## config.mk

```make
export PLATFORM = sky130hd
export DESIGN_NAME = preemptive_priority_scheduler_core
export DESIGN_NICKNAME = d
export VERILOG_FILES = /design/src/hw/rtl/pps_pkg.sv /design/src/hw/rtl/pps_table.sv /design/src/hw/rtl/pps_cmp.sv /design/src/hw/rtl/preemptive_priority_scheduler_core.sv
export SDC_FILE = /design/constraint.sdc
export NUM_CORES = 1
export LEC_CHECK = 0
export BUFFER_PORTS_ARGS = -buffer_cell sky130_fd_sc_hd__buf_2
export CAP_MARGIN = 20
export CELL_PAD_IN_SITES_DETAIL_PLACEMENT = 0
export CELL_PAD_IN_SITES_GLOBAL_PLACEMENT = 2
export CORE_MARGIN = 5
export CORE_UTILIZATION = 30
export DETAILED_ROUTE_END_ITERATION = 8
export PLACE_DENSITY_LB_ADDON = 0.05
export SLEW_MARGIN = 10
export SYNTH_ARGS = -nofsm -noshare
export SYNTH_HDL_FRONTEND = slang
export SYNTH_SLANG_ARGS = --single-unit
```

## constraint.sdc

```tcl
create_clock -name clk_i -period 7.66 [get_ports clk_i]
set_clock_uncertainty 0.05 [all_clocks]
set_input_delay 0 -clock clk_i [delete_from_list [all_inputs] [get_ports clk_i]]
set_output_delay 0 -clock clk_i [all_outputs]
set_load 0.02 [all_outputs]
```

## src/hw/rtl/pps_pkg.sv

```systemverilog
// shared types and constants for the preemptive priority scheduler
`default_nettype none

package pps_pkg;

  // table geometry
  localparam int MAX_PROCS = 16;
  localparam int IDX_W     = (MAX_PROCS > 1) ? $clog2(MAX_PROCS) : 1;
  localparam int CNT_W     = $clog2(MAX_PROCS + 1);

  // field widths
  localparam int PRI_W   = 8;
  localparam int BURST_W = 8;
  localparam int ARR_W   = 10;
  localparam int TIME_W  = 13;
  localparam int ID_W    = 5;

  localparam logic [TIME_W-1:0] TIME_MAX = '1;

  // one process slot
  typedef struct packed {
    logic [PRI_W-1:0]   pri;
    logic [BURST_W-1:0] burst;
    logic [ARR_W-1:0]   arr;
    logic [BURST_W-1:0] rem;
  } entry_t;

  // table write request: full load or remaining-time update
  typedef struct packed {
    logic             load_en;
    logic             dec_en;
    logic [IDX_W-1:0] addr;
    entry_t           data;
  } tbl_wr_t;

  // current best candidate of a scan
  typedef struct packed {
    logic             valid;
    logic [IDX_W-1:0] idx;
    entry_t           ent;
  } best_t;

  typedef enum logic [1:0] {
    ST_IDLE,
    ST_SCAN,
    ST_UPDATE
  } state_e;

endpackage

`default_nettype wire

```

## src/hw/rtl/pps_table.sv

```systemverilog
// process table: one write port, one scan read port
`default_nettype none

module pps_table (
  input  wire logic                       clk_i,
  input  wire pps_pkg::tbl_wr_t           wr_i,
  input  wire logic [pps_pkg::IDX_W-1:0]  rd_addr_i,
  output pps_pkg::entry_t                 rd_data_o
);

  pps_pkg::entry_t tbl_q [pps_pkg::MAX_PROCS];

  // load a whole slot or update the remaining time of one slot
  always_ff @(posedge clk_i) begin
    if (wr_i.load_en) begin
      tbl_q[wr_i.addr] <= wr_i.data;
    end else if (wr_i.dec_en) begin
      tbl_q[wr_i.addr].rem <= wr_i.data.rem;
    end
  end

  // scan read
  assign rd_data_o = tbl_q[rd_addr_i];

endmodule

`default_nettype wire

```

## src/hw/rtl/pps_cmp.sv

```systemverilog
// shared compare unit: keeps the best ready process seen in the current scan
`default_nettype none

module pps_cmp (
  input  wire logic                        clk_i,
  input  wire logic                        rst_ni,
  input  wire logic                        clear_i,
  input  wire logic                        en_i,
  input  wire logic [pps_pkg::IDX_W-1:0]   idx_i,
  input  wire pps_pkg::entry_t             ent_i,
  input  wire logic [pps_pkg::TIME_W-1:0]  now_i,
  output pps_pkg::best_t                   best_o
);

  logic                        valid_q, valid_d;
  logic [pps_pkg::IDX_W-1:0]   idx_q;
  pps_pkg::entry_t             ent_q;
  logic                        ready;
  logic                        better;

  // arrived, unfinished, and strictly lower priority value than the holder
  assign ready  = (pps_pkg::TIME_W'(ent_i.arr) <= now_i) &&
                  (ent_i.rem != '0);
  assign better = en_i && ready && (!valid_q || (ent_i.pri < ent_q.pri));

  always_comb begin
    valid_d = valid_q;
    if (clear_i) begin
      valid_d = 1'b0;
    end else if (better) begin
      valid_d = 1'b1;
    end
  end

  // holder valid flag
  always_ff @(posedge clk_i or negedge rst_ni) begin
    if (!rst_ni) begin
      valid_q <= 1'b0;
    end else begin
      valid_q <= valid_d;
    end
  end

  // holder payload
  always_ff @(posedge clk_i) begin
    if (!clear_i && better) begin
      idx_q <= idx_i;
      ent_q <= ent_i;
    end
  end

  assign best_o.valid = valid_q;
  assign best_o.idx   = idx_q;
  assign best_o.ent   = ent_q;

endmodule

`default_nettype wire

```

## src/hw/rtl/preemptive_priority_scheduler_core.sv

```systemverilog
// top level: load sequencer, tick loop and result register
// a load without last_process_i leaves busy low; a final load starts a run
// each tick scans every loaded process through the compare unit, then applies one update
// a run keeps busy high until its final result is produced
// each result strobes valid_o in the cycle after its update; the receiver cannot stall
// rst_ni clears the sequencer, counters and strobe; table contents are kept
`default_nettype none

module preemptive_priority_scheduler_core (
  input  wire logic                         clk_i,
  input  wire logic                         rst_ni,
  input  wire logic                         start,
  output logic                              busy,
  input  wire logic [pps_pkg::PRI_W-1:0]    priority_level_i,
  input  wire logic [pps_pkg::BURST_W-1:0]  burst_length_i,
  input  wire logic [pps_pkg::ARR_W-1:0]    arrival_tick_i,
  input  wire logic                         last_process_i,
  output logic                              valid_o,
  output logic [pps_pkg::ID_W-1:0]          process_id_o,
  output logic [pps_pkg::TIME_W-1:0]        completion_tick_o,
  output logic [pps_pkg::TIME_W-1:0]        turnaround_ticks_o,
  output logic [pps_pkg::TIME_W-1:0]        waiting_ticks_o,
  output logic                              last_result_o
);

  pps_pkg::state_e              state_q, state_d;
  logic [pps_pkg::IDX_W-1:0]    idx_q, idx_d;
  logic [pps_pkg::CNT_W-1:0]    loaded_q, loaded_d;
  logic [pps_pkg::CNT_W-1:0]    fin_q, fin_d;
  logic [pps_pkg::TIME_W-1:0]   now_q, now_d;

  logic                         valid_q, valid_d;
  logic                         last_q, last_d;
  logic [pps_pkg::ID_W-1:0]     id_q;
  logic [pps_pkg::TIME_W-1:0]   compl_q, turn_q, wait_q;

  pps_pkg::tbl_wr_t             wr;
  pps_pkg::entry_t              rd_ent;
  pps_pkg::best_t               best;
  logic                         cmp_clear;
  logic                         cmp_en;
  logic                         res_load;

  logic                         accept;
  logic [pps_pkg::BURST_W-1:0]  burst_fix;
  logic [pps_pkg::TIME_W-1:0]   now_inc;
  logic [pps_pkg::TIME_W-1:0]   turn;
  logic [pps_pkg::TIME_W-1:0]   wait_t;
  logic [pps_pkg::CNT_W-1:0]    fin_inc;
  logic [pps_pkg::CNT_W-1:0]    id_sum;
  logic                         scan_end;

  pps_table u_table (
    .clk_i     (clk_i),
    .wr_i      (wr),
    .rd_addr_i (idx_q),
    .rd_data_o (rd_ent)
  );

  pps_cmp u_cmp (
    .clk_i   (clk_i),
    .rst_ni  (rst_ni),
    .clear_i (cmp_clear),
    .en_i    (cmp_en),
    .idx_i   (idx_q),
    .ent_i   (rd_ent),
    .now_i   (now_q),
    .best_o  (best)
  );

  // handshake and datapath helpers
  assign busy      = (state_q != pps_pkg::ST_IDLE);
  assign accept    = start && !busy;
  assign burst_fix = (burst_length_i == '0) ? pps_pkg::BURST_W'(1) : burst_length_i;
  assign now_inc   = (now_q == pps_pkg::TIME_MAX) ? now_q : now_q + 1'b1;
  assign turn      = now_inc - pps_pkg::TIME_W'(best.ent.arr);
  assign wait_t    = turn - pps_pkg::TIME_W'(best.ent.burst);
  assign fin_inc   = fin_q + 1'b1;
  assign id_sum    = pps_pkg::CNT_W'(best.idx) + 1'b1;
  assign scan_end  = (pps_pkg::CNT_W'(idx_q) + 1'b1) == loaded_q;

  // sequencer: load, scan the table, apply one tick
  always_comb begin
    state_d   = state_q;
    idx_d     = idx_q;
    loaded_d  = loaded_q;
    fin_d     = fin_q;
    now_d     = now_q;
    wr        = '0;
    cmp_clear = 1'b0;
    cmp_en    = 1'b0;
    res_load  = 1'b0;
    valid_d   = 1'b0;
    last_d    = 1'b0;

    case (state_q)
      pps_pkg::ST_IDLE: begin
        if (accept) begin
          if (loaded_q < pps_pkg::CNT_W'(pps_pkg::MAX_PROCS)) begin
            wr.load_en     = 1'b1;
            wr.addr        = loaded_q[pps_pkg::IDX_W-1:0];
            wr.data.pri    = priority_level_i;
            wr.data.burst  = burst_fix;
            wr.data.arr    = arrival_tick_i;
            wr.data.rem    = burst_fix;
            loaded_d       = loaded_q + 1'b1;
          end
          if (last_process_i) begin
            state_d   = pps_pkg::ST_SCAN;
            idx_d     = '0;
            now_d     = '0;
            fin_d     = '0;
            cmp_clear = 1'b1;
          end
        end
      end

      pps_pkg::ST_SCAN: begin
        cmp_en = 1'b1;
        idx_d  = idx_q + 1'b1;
        if (scan_end) begin
          state_d = pps_pkg::ST_UPDATE;
        end
      end

      pps_pkg::ST_UPDATE: begin
        now_d     = now_inc;
        cmp_clear = 1'b1;
        idx_d     = '0;
        state_d   = pps_pkg::ST_SCAN;
        if (best.valid) begin
          wr.dec_en   = 1'b1;
          wr.addr     = best.idx;
          wr.data.rem = best.ent.rem - 1'b1;
          if (best.ent.rem == pps_pkg::BURST_W'(1)) begin
            res_load = 1'b1;
            valid_d  = 1'b1;
            fin_d    = fin_inc;
            last_d   = (fin_inc == loaded_q);
            if (fin_inc == loaded_q) begin
              state_d  = pps_pkg::ST_IDLE;
              loaded_d = '0;
            end
          end
        end
      end

      default: begin
        state_d = pps_pkg::ST_IDLE;
      end
    endcase
  end

  // control registers
  always_ff @(posedge clk_i or negedge rst_ni) begin
    if (!rst_ni) begin
      state_q  <= pps_pkg::ST_IDLE;
      idx_q    <= '0;
      loaded_q <= '0;
      fin_q    <= '0;
      now_q    <= '0;
      valid_q  <= 1'b0;
      last_q   <= 1'b0;
    end else begin
      state_q  <= state_d;
      idx_q    <= idx_d;
      loaded_q <= loaded_d;
      fin_q    <= fin_d;
      now_q    <= now_d;
      valid_q  <= valid_d;
      last_q   <= last_d;
    end
  end

  // result payload
  always_ff @(posedge clk_i) begin
    if (res_load) begin
      id_q    <= pps_pkg::ID_W'(id_sum);
      compl_q <= now_inc;
      turn_q  <= turn;
      wait_q  <= wait_t;
    end
  end

  assign valid_o            = valid_q;
  assign process_id_o       = id_q;
  assign completion_tick_o  = compl_q;
  assign turnaround_ticks_o = turn_q;
  assign waiting_ticks_o    = wait_q;
  assign last_result_o      = last_q;

  // a result only follows an update cycle
  assert property (@(posedge clk_i) disable iff (!rst_ni)
    valid_o |-> $past(state_q == pps_pkg::ST_UPDATE))
    else $error("result strobe without a preceding update");

  // a final load always starts a run
  assert property (@(posedge clk_i) disable iff (!rst_ni)
    (accept && last_process_i) |=> (state_q == pps_pkg::ST_SCAN))
    else $error("final load did not start a run");

  // the final result closes the run
  assert property (@(posedge clk_i) disable iff (!rst_ni)
    (valid_o && last_result_o) |-> !busy)
    else $error("run still busy after final result");

  // scan index stays within the loaded slots
  assert property (@(posedge clk_i) disable iff (!rst_ni)
    (state_q == pps_pkg::ST_SCAN) |-> (pps_pkg::CNT_W'(idx_q) < loaded_q))
    else $error("scan index beyond loaded slots");

  // completions never exceed the loaded count during a run
  assert property (@(posedge clk_i) disable iff (!rst_ni)
    busy |-> (fin_q < loaded_q))
    else $error("completion count overran loaded count");

endmodule

`default_nettype wire
```

==> results of run 1 <==
cell usage after synthesis (3+ instances only):
library cell / instances
xnor2_1: 29
xor2_1: 18
o31a_1: 4
nor3_1: 21
dfrtp_1: 32
nand2_1: 41
nand3_1: 17
o211ai_1: 7
o21ai_0: 21
nand4_1: 6
mux2i_1: 3
buf_6: 3
o21a_1: 11
and2_1: 28
o32a_1: 3
or4_1: 3
o21bai_1: 9
or3_1: 7
buf_2: 11
and3_1: 4
buf_1: 10
mux4_2: 170
o21ai_1: 18
a21o_1: 3
nor4_2: 3
ha_1: 42
clkbuf_1: 29
edfxtp_1: 626
nand2b_1: 7
a21oi_1: 22
o31ai_1: 4
inv_1: 52
o22ai_1: 3
a211oi_1: 3
nor2b_1: 8
nor2_1: 58
path summary, 6_finish.rpt:
check / from / endpoint / slack [ps] / cells past startpoint
hold reg to reg: now_q[3] / now_q[3] / 480 / 1
setup reg to reg: idx_q[0] / u_cmp.best_o[2] / 2330 / 10
min in group asynchronous: rst_ni / idx_q[0] / 340 / 3
setup / recovery: idx_q[0] / u_cmp.best_o[2] / 2330 / 10
hold / removal: burst_length_i[0] / u_table.tbl_q[14][18] / 40 / 4
max in group asynchronous: rst_ni / u_cmp.valid_q / 6750 / 4
worst max-delay path, stage by stage (launching register included):
cell       delay, ps
dfrtp_4         1050
buf_4            580
mux4_2           570
mux4_2           540
ha_1             320
o21a_1           100
o211ai_1         160
a2111oi_0        180
a211o_1          350
a221oi_4         470
buf_4            520
cell type report:
type / count / area (sq um) / area share [%]
timing repair buffer: 135 / 906 / 2.88
tap: 1165 / 1460 / 4.64
clock inverter: 42 / 373 / 1.19
multi-input combinational: 601 / 6880 / 21.9
sequential: 658 / 19600 / 62.4
inverter: 53 / 199 / 0.633
clock buffer: 94 / 2000 / 6.37
sequential cells by signal, indices dropped and copies added (netlist names), 13 cells and up:
| name | flops |
|---|---|
| now_q | 13 |
| u_cmp.best_o | 34 |
| waiting_ticks_o | 13 |
| turnaround_ticks_o | 13 |
| u_table.tbl_q | 544 |
| completion_tick_o | 13 |
kinds of logic after synthesis:
group                    after synthesis  synth area share, %
AO/OA/AOI/OAI                        124                 3.06
XOR/XNOR                              47                 1.54
adder cells (fa/ha/maj)               44                 2.11
buffers and inverters                108                 1.77
flip-flops                           658                 73.1
multiplexers                         173                 14.4
AND/OR/NAND/NOR                      213                 4.05
report_power, final:
group          internal [mW]  leakage [nW]  switching, mW
sequential              4.67          6.20          0.377
clock                   2.00          1.13           1.48
combinational           1.56          2.98           2.04
metal layers:
metal / vias up / share of wire, %
met5: - / 0
met4: 0 / 2.0
met3: 90 / 4.2
met2: 242 / 51
met1: 7059 / 43
li1: 5853 / -
through the flow:
step,hold WS (ps),cells
floorplan,-346,1367
global placement,132,2583
detailed placement,120,2583
CTS,20.8,2743
global route,64.0,2748
finish,39.4,2748
what timing repair did:
item	in CTS	in global routing
endpoints found under the hold margin	311	0
setup buffers	0	0
hold buffers	24	0
==> run_results.csv, run 1 <==
group,metric,value,unit
status,status,"finished clean",
synthesis,ys_seq_elements,658,
pwr,leakage,10.3,nW
synthesis,postSynth.asyncResetShare,4.86,%
clock_network,insertion_delay,620,ps
clock_network,cts.sinks,658,
finish,num_antenna_cells,0,
synthesis,yosysTopAreaCell,"edfxtp_1",
grt,grt_use_total,14.9,%
timing,maxSlewHeadroom,31.9,%
routing,drtIter0Drc,942,
timing,setup_tns,0,ps
critical_path,cp.arrival,5540,ps
floorplan,fp-row-count,109,
grt,grt-ovfl-total,0,
clock_network,cts.htree.levels,3,
routing,viasPerCell,4.82,
grt,grt_max_degree,74,
floorplan,core-area,0.0885,sq mm
timing,finalHoldViolations,0,
critical_path,cp.required,7860,ps
routing,drtPass1Iterations,5,
grt,met3_usage,2.57,%
routing,wl_per_cell,25.8,um
clock_network,clk_pin_slew,60,ps
clock_network,cts_resized,0,
timing,final_max_slew_viol_count,0,
timing,period_share,69.6,%
clock_network,cts_tree,"yes",
grt,grt_pass1_vias,14218,
timing,worst_pin_slew,1020,ps
timing,rsz0062_at_grt,"false",
clock_network,numCtsBuffers,77,
synthesis,syn_area,0.0268,sq mm
routing,ant_nets,0,
critical_path,critPathMaxFanout,41,
timing,setup_viol,0,
finish,fill_cells,8238,
finish,layout_common_cells,"edfxtp_1, mux4_2, clkbuf_16, buf_2, inv_1",
critical_path,crit_type,"reg2reg",
finish,fin_area,0.0314,sq mm
floorplan,die_x,309,um
grt,busiest_layer,"met2",
place,port_buffers,76,
floorplan,die_h,309,um
synthesis,syn_inst,1367,
finish,final_nets,1600,
place,place_area,0.0288,sq mm
clock_network,cts_buffer_depth,3,
grt,grt_first_pass_wirelength,103000,um
synthesis,synthTopCellsByArea,"edfxtp_1, mux4_2, dfrtp_1",
place,dp.final_hpwl,41100,um
synthesis,synth_top_area_share,70.1,%
pwr,powerDensity,386,mW/mm^2
routing,drc,0,
grt,use_met2,25.9,%
routing,wirelength,70800,um
timing,setup_slack,2330,ps
hold_path,hold_class,"in2reg",
critical_path,start_kind,"flop",
place,place.gp.congestion,0.694,
finish,drive_gt1_share,26.3,%
finish,fin_util,35.5,%
synthesis,ys_seq_area_share,73.1,%
grt,antenna_found_initial,2,
routing,vias,13244,
timing,fmax,188,MHz
floorplan,dieArea,0.0955,sq mm
critical_path,end_kind,"flop",
grt,grtUsageMet1,19.4,%
pwr,peakVddDrop,0.169,mV
finish,area_growth,17.2,%
synthesis,synth_nets,1441,
synthesis,synth.avg_cell_area,19.6,sq um
synthesis,yosysUniqueCellTypes,61,
synthesis,ys_warn_count,0,
finish,final_common_cell,"edfxtp_1",
timing,min_period,5330,ps
floorplan,io_pins,77,
floorplan,start_util,30.3,%
place,dp_slack,2150,ps
pwr,power,12.1,mW
clock_network,root_buffer,"clkbuf_16",
synthesis,ys.flop_type,"edfxtp_1",
synthesis,synth-edff-count,626,
job,drv_cap,0,
No activity file was read; power rests on OpenSTA's default activity.
==> run 2, diff against run 1 <==
==> constraint.sdc (replaced) <==
create_clock -name clk_i -period 5 [get_ports clk_i]
set_clock_uncertainty 0.05 [all_clocks]
set_input_delay 0 -clock clk_i [delete_from_list [all_inputs] [get_ports clk_i]]
set_output_delay 0 -clock clk_i [all_outputs]
set_load 0.02 [all_outputs]
==> run 2 against run 1 <==
Against the previous run:
- register-to-register slack got worse by 1900 ps
- maximum frequency grew 16%
- clock power increased by 61%
- first-iteration DRC count down 14%
- largest power group unchanged
==> run_results.csv, run 2 (same netlist as run 1, synthesis figures left out) <==
group,metric,value,unit
status,status,"finished clean",
critical_path,cp.required,5310,ps
routing,viasPerCell,4.81,
pwr,clockPowerShare,29.5,%
clock_network,root_buffer,"clkbuf_16",
finish,top_register,"u_table.tbl_q",
grt,grt_first_pass_wirelength,105000,um
critical_path,cpMaxStageDelayCell,"or3_1",
place,dp.final_hpwl,42800,um
clock_network,clk_pin_slew,60,ps
floorplan,fp-row-count,109,
critical_path,end_kind,"flop",
pwr,switchingPower,6.02,mW
timing,finalHoldViolations,0,
clock_network,cts_tree,"yes",
finish,largest_register_ffs,544,
critical_path,crit_type,"reg2reg",
pwr,leakage,10.6,nW
critical_path,path_cells,"ha_1 -> nand2_1 -> or3_1 -> and3_1 -> xnor2_1 -> ha_1 -> o21a_1 -> o31a_1 -> a21oi_1 -> ha_1 -> a21oi_1 -> nor2b_1 -> o21a_1 -> o41ai_1 -> buf_4 -> and4bb_1 -> xor2_1",
finish,final_nets,1632,
critical_path,timing.rr.end,"waiting_ticks_o[12]",
hold_path,hold_end,"u_table.tbl_q[15][20]",
critical_path,reg2reg_depth,17,
critical_path,reg2reg_setup_slack,400,ps
grt,antenna_found_initial,4,
place,place_area,0.0291,sq mm
floorplan,core-area,0.0885,sq mm
pwr,powerDensity,597,mW/mm^2
routing,drtPass1Iterations,5,
finish,fin_util,36.1,%
critical_path,critPathMaxFanout,6,
floorplan,die_h,309,um
floorplan,die_x,309,um
floorplan,start_util,30.3,%
finish,drive_gt1_share,27.4,%
timing,period_share,91.9,%
floorplan,io_pins,77,
clock_network,cts.htree.levels,3,
routing,drtIter0Drc,811,
place,place.gp.congestion,0.723,
clock_network,insertion_delay,620,ps
routing,ant_nets,0,
timing,rsz0062_at_grt,"false",
grt,grt_max_degree,70,
finish,fill_cells,8161,
grt,grt_use_total,15.2,%
pwr,sw_frac_of_total,31.6,%
floorplan,dieArea,0.0955,sq mm
clock_network,cts.sinks,658,
hold_path,hold-path-cell-count,2,
finish,layout_common_cells,"edfxtp_1, mux4_2, clkbuf_16, buf_2, buf_4",
finish,area_growth,19.0,%
pwr,power.sequential.fraction,39.6,%
place,port_buffers,76,
timing,final_max_slew_viol_count,0,
timing,maxSlewHeadroom,27.2,%
critical_path,crit_top_cell,"ha_1",
pwr,p_int,13.0,mW
timing,setup_slack,405,ps
finish,num_antenna_cells,0,
critical_path,cp.arrival,4910,ps
pwr,combPwrFrac,30.9,%
clock_network,post_cts_buffers,0,
timing,worst_pin_slew,1090,ps
routing,wl_per_cell,26.1,um
place,dp_slack,352,ps
finish,fin_area,0.0319,sq mm
clock_network,cts_buffer_depth,3,
routing,wirelength,72700,um
hold_path,hold_class,"in2reg",
finish,final_common_cell,"edfxtp_1",
clock_network,numCtsBuffers,79,
hold_path,min_from,"burst_length_i[2]",
timing,fmax,218,MHz
critical_path,cpPeakStageDelay,490,ps
timing,setup_viol,0,
grt,grt_pass1_vias,14479,
job,drv_cap,0,
timing,setup_tns,0,ps
timing,min_period,4600,ps
routing,drc,0,
grt,grt-ovfl-total,0,
pwr,peakVddDrop,0.308,mV
routing,vias,13404,
critical_path,start_kind,"flop",
critical_path,reg2reg_from,"now_q[0]",
[run 2: cell count changes in the layout (fill, tap and decap cells not counted), sizes merged]
cell      before  now
buf          112  142
clkbuf        94  114
clkinvlp       7    0
inv           58   54
bufinv         4    6
clkinv        26   25
[run 2: worst max-delay path: cells and delay by family (launching register included)]
kind,cells,cell delay (ps)
buf+inv,1,190
xor+xnor,2,350
flops,1,440
compound gates,6,1210
fa+ha+maj,3,920
simple gates,5,1180
[run 2: how the worst max path moves through the flow]
stage	startpoint	end	slack (ps)	cells past startpoint
5_1_grt	now_q[0]	waiting_ticks_o[12]	30	17
2_1_floorplan	idx_q[0]	u_cmp.best_o[0]	2	12
3_3_place_gp	now_q[0]	waiting_ticks_o[12]	430	17
3_5_place_dp	now_q[0]	waiting_ticks_o[12]	350	17
4_1_cts	now_q[0]	waiting_ticks_o[12]	350	17
6_report	now_q[0]	waiting_ticks_o[12]	400	17
[run 2: layout make-up]
cell class	count	area, sq um	share of cell area (%)
multi-input combinational	601	6870	21.5
timing repair buffer	165	1230	3.85
inverter	53	199	0.623
sequential	658	19600	61.4
clock inverter	32	359	1.13
clock buffer	114	2190	6.87
tap	1165	1460	4.57
[run 2: what timing repair did]
action / 4_1_cts / 5_1_grt
hold buffers: 24 / 0
resized for setup: 0 / 0
endpoints found under the hold margin: 327 / 0
[run 2: metal layers]
metal	up-vias	track usage (%)	part of all wire (%)
li1	5943	-	-
met1	7124	20.5	44
met2	251	25.6	49
met3	84	2.81	4.2
met4	2	4.29	2.2
met5	-	0	0.017
[run 2: power groups by stage]
| stage | clock (mW) | combinational [mW] | sequential, mW |
|---|---|---|---|
| floorplan | 0 | 4.15 | 7.40 |
| global placement | 0 | 6.02 | 7.69 |
| detailed placement | 0 | 6.01 | 7.70 |
| CTS | 5.81 | 6.05 | 7.59 |
| global route | 6.07 | 6.47 | 7.63 |
| finish | 5.62 | 5.89 | 7.55 |
[run 2: per-stage QoR]
stage | std cells | hold WS, ps | power (mW)
6_report | 2788 | 37.8 | 19.1
5_1_grt | 2788 | 52.7 | 20.2
4_1_cts | 2783 | 9.73 | 19.5
3_5_place_dp | 2613 | 113 | 13.7
3_3_place_gp | 2610 | 118 | 13.7
2_1_floorplan | 1367 | -346 | 11.6
==> run 3, diff against run 2 <==
--- a/config.mk
+++ b/config.mk
@@ -10,7 +10,7 @@
 export CELL_PAD_IN_SITES_DETAIL_PLACEMENT = 0
 export CELL_PAD_IN_SITES_GLOBAL_PLACEMENT = 2
 export CORE_MARGIN = 5
-export CORE_UTILIZATION = 30
+export CORE_UTILIZATION = 49
 export DETAILED_ROUTE_END_ITERATION = 8
 export PLACE_DENSITY_LB_ADDON = 0.05
 export SLEW_MARGIN = 10
==> constraint.sdc (replaced) <==
create_clock -name clk_i -period 5 [get_ports clk_i]
set_clock_uncertainty 0.05 [all_clocks]
set_input_delay 0.25 -clock clk_i [delete_from_list [all_inputs] [get_ports clk_i]]
set_output_delay 0.25 -clock clk_i [all_outputs]
set_load 0.02 [all_outputs]
==> run 3 against run 2 <==
Against the previous run:
- non-clock buffer count decreased by 35
- worst setup slack improved by 130 ps
- critical path depth decreased by 6
- critical path type unchanged
- critical endpoint is now u_cmp.idx_q[3]
- largest power group unchanged
- highest routed layer is now met4
==> run_results.csv, run 3 (same netlist as run 1, synthesis figures left out) <==
group,metric,value,unit
timing,worst_pin_slew,1090,ps
finish,num_antenna_cells,0,
clock_network,cts.sinks,658,
clock_network,cts_buffer_depth,3,
clock_network,root_buffer,"clkbuf_16",
place,port_buffers,76,
finish,top_register,"u_table.tbl_q",
hold_path,hold_class,"in2reg",
critical_path,start_kind,"flop",
floorplan,fp-row-count,85,
floorplan,start_util,49.6,%
timing,finalHoldViolations,0,
timing,period_share,89.2,%
critical_path,cp.required,5210,ps
grt,grt-ovfl-total,0,
routing,viasPerCell,5.91,
floorplan,die_h,244,um
finish,layout_common_cells,"edfxtp_1, mux4_2, buf_2, clkbuf_16, inv_1",
place,place.gp.congestion,0.805,
clock_network,cts_tree,"yes",
grt,antenna_found_initial,2,
place,dp_slack,367,ps
pwr,powerDensity,598,mW/mm^2
clock_network,post_cts_buffers,0,
floorplan,dieArea,0.0595,sq mm
critical_path,cp.arrival,4670,ps
timing,fmax,224,MHz
clock_network,numCtsBuffers,70,
timing,setup_slack,538,ps
grt,grt_use_total,21.2,%
pwr,peakVddDrop,0.349,mV
critical_path,crit_type,"reg2reg",
floorplan,die_x,244,um
floorplan,core-area,0.0540,sq mm
timing,min_period,4460,ps
finish,final_common_cell,"edfxtp_1",
critical_path,critPathMaxFanout,23,
grt,grt_max_degree,47,
grt,grt_first_pass_wirelength,92700,um
routing,drtIter0Drc,1170,
timing,setup_viol,0,
place,dp.final_hpwl,38100,um
timing,rsz0062_at_grt,"false",
routing,wirelength,62400,um
clock_network,clk_pin_slew,60,ps
pwr,leakage,10.3,nW
clock_network,insertion_delay,600,ps
floorplan,io_pins,77,
finish,largest_register_ffs,544,
timing,setup_tns,0,ps
routing,wl_per_cell,27.6,um
routing,drtPass1Iterations,5,
status,status,"finished clean",
critical_path,end_kind,"flop",
timing,final_max_slew_viol_count,0,
routing,ant_nets,0,
routing,drc,0,
timing,maxSlewHeadroom,27.1,%
finish,drive_gt1_share,27.5,%
routing,vias,13358,
clock_network,cts.htree.levels,3,
finish,area_growth,14.3,%
finish,final_nets,1588,
grt,grt_pass1_vias,13906,
job,drv_cap,0,
## run 3: cell count changes in the layout (fill, tap and decap cells not counted), moves of 4 or more
cell	previous run	this run
clkbuf_16	82	74
buf_12	9	1
dlygate4sd3_1	23	3
clkinv_1	14	8
clkinvlp_4	0	4
clkbuf_1	30	18
buf_4	54	50
## run 3: path summary, 6_finish.rpt
path	to	slack [ps]	start	cells past startpoint
setup / recovery	u_cmp.idx_q[3]	540	idx_q[0]	11
hold / removal	u_table.tbl_q[9][29]	190	priority_level_i[3]	2
setup reg to reg	u_cmp.idx_q[3]	540	idx_q[0]	11
hold reg to reg	now_q[3]	480	now_q[3]	1
max in group asynchronous	idx_q[1]	4020	rst_ni	2
min in group asynchronous	valid_o	250	rst_ni	2
## run 3: routing by layer
layer	track usage [%]	share of wire (%)
met1	30.8	44
met3	3.88	5.9
met2	33.9	48
met5	0	0
met4	5.79	2.0
## run 3: power breakdown
part / internal [mW] / switching, mW / leakage (nW) / total [mW]
sequential: 7.14 / 0.433 / 6.20 / 7.57
combinational: 2.44 / 3.17 / 2.97 / 5.61
clock: 3.07 / 2.08 / 1.10 / 5.15
## run 3: metrics by stage
step,instance area (sq um),std cells,power (mW),hold slack (ps),utilization [%]
2_1_floorplan,26800,1367,11.6,-95.6,-
3_3_place_gp,28300,2131,13.3,366,52.4
3_5_place_dp,28300,2131,13.3,350,52.4
4_1_cts,30600,2258,18.5,172,56.6
5_1_grt,30700,2262,19.3,222,56.7
6_report,30700,2262,18.3,190,56.7
## run 3: worst max-delay path, stage by stage, from the launching register on
cell and delay (ps):
dfrtp_4 700, buf_4 310, buf_4 300, mux4_2 550
mux4_2 600, ha_1 350, nand4_1 90, nor3_1 120
a2111oi_0 90, a211o_1 300, a221oi_4 220, buf_4 370
## run 3: timing repair
item                       in CTS  in global routing
hold buffers                    3                  0
resized for setup               0                  1
setup endpoints to repair       0                  2
hold endpoints to repair       33                  0
## run 3: layout make-up
type                       count  area (sq um)
fill                        4099         23400
sequential                   658         19600
multi-input combinational    601          6890
clock buffer                  92          1920
tap                          696           871
timing repair buffer         130           806
clock inverter                32           354
inverter                      53           199
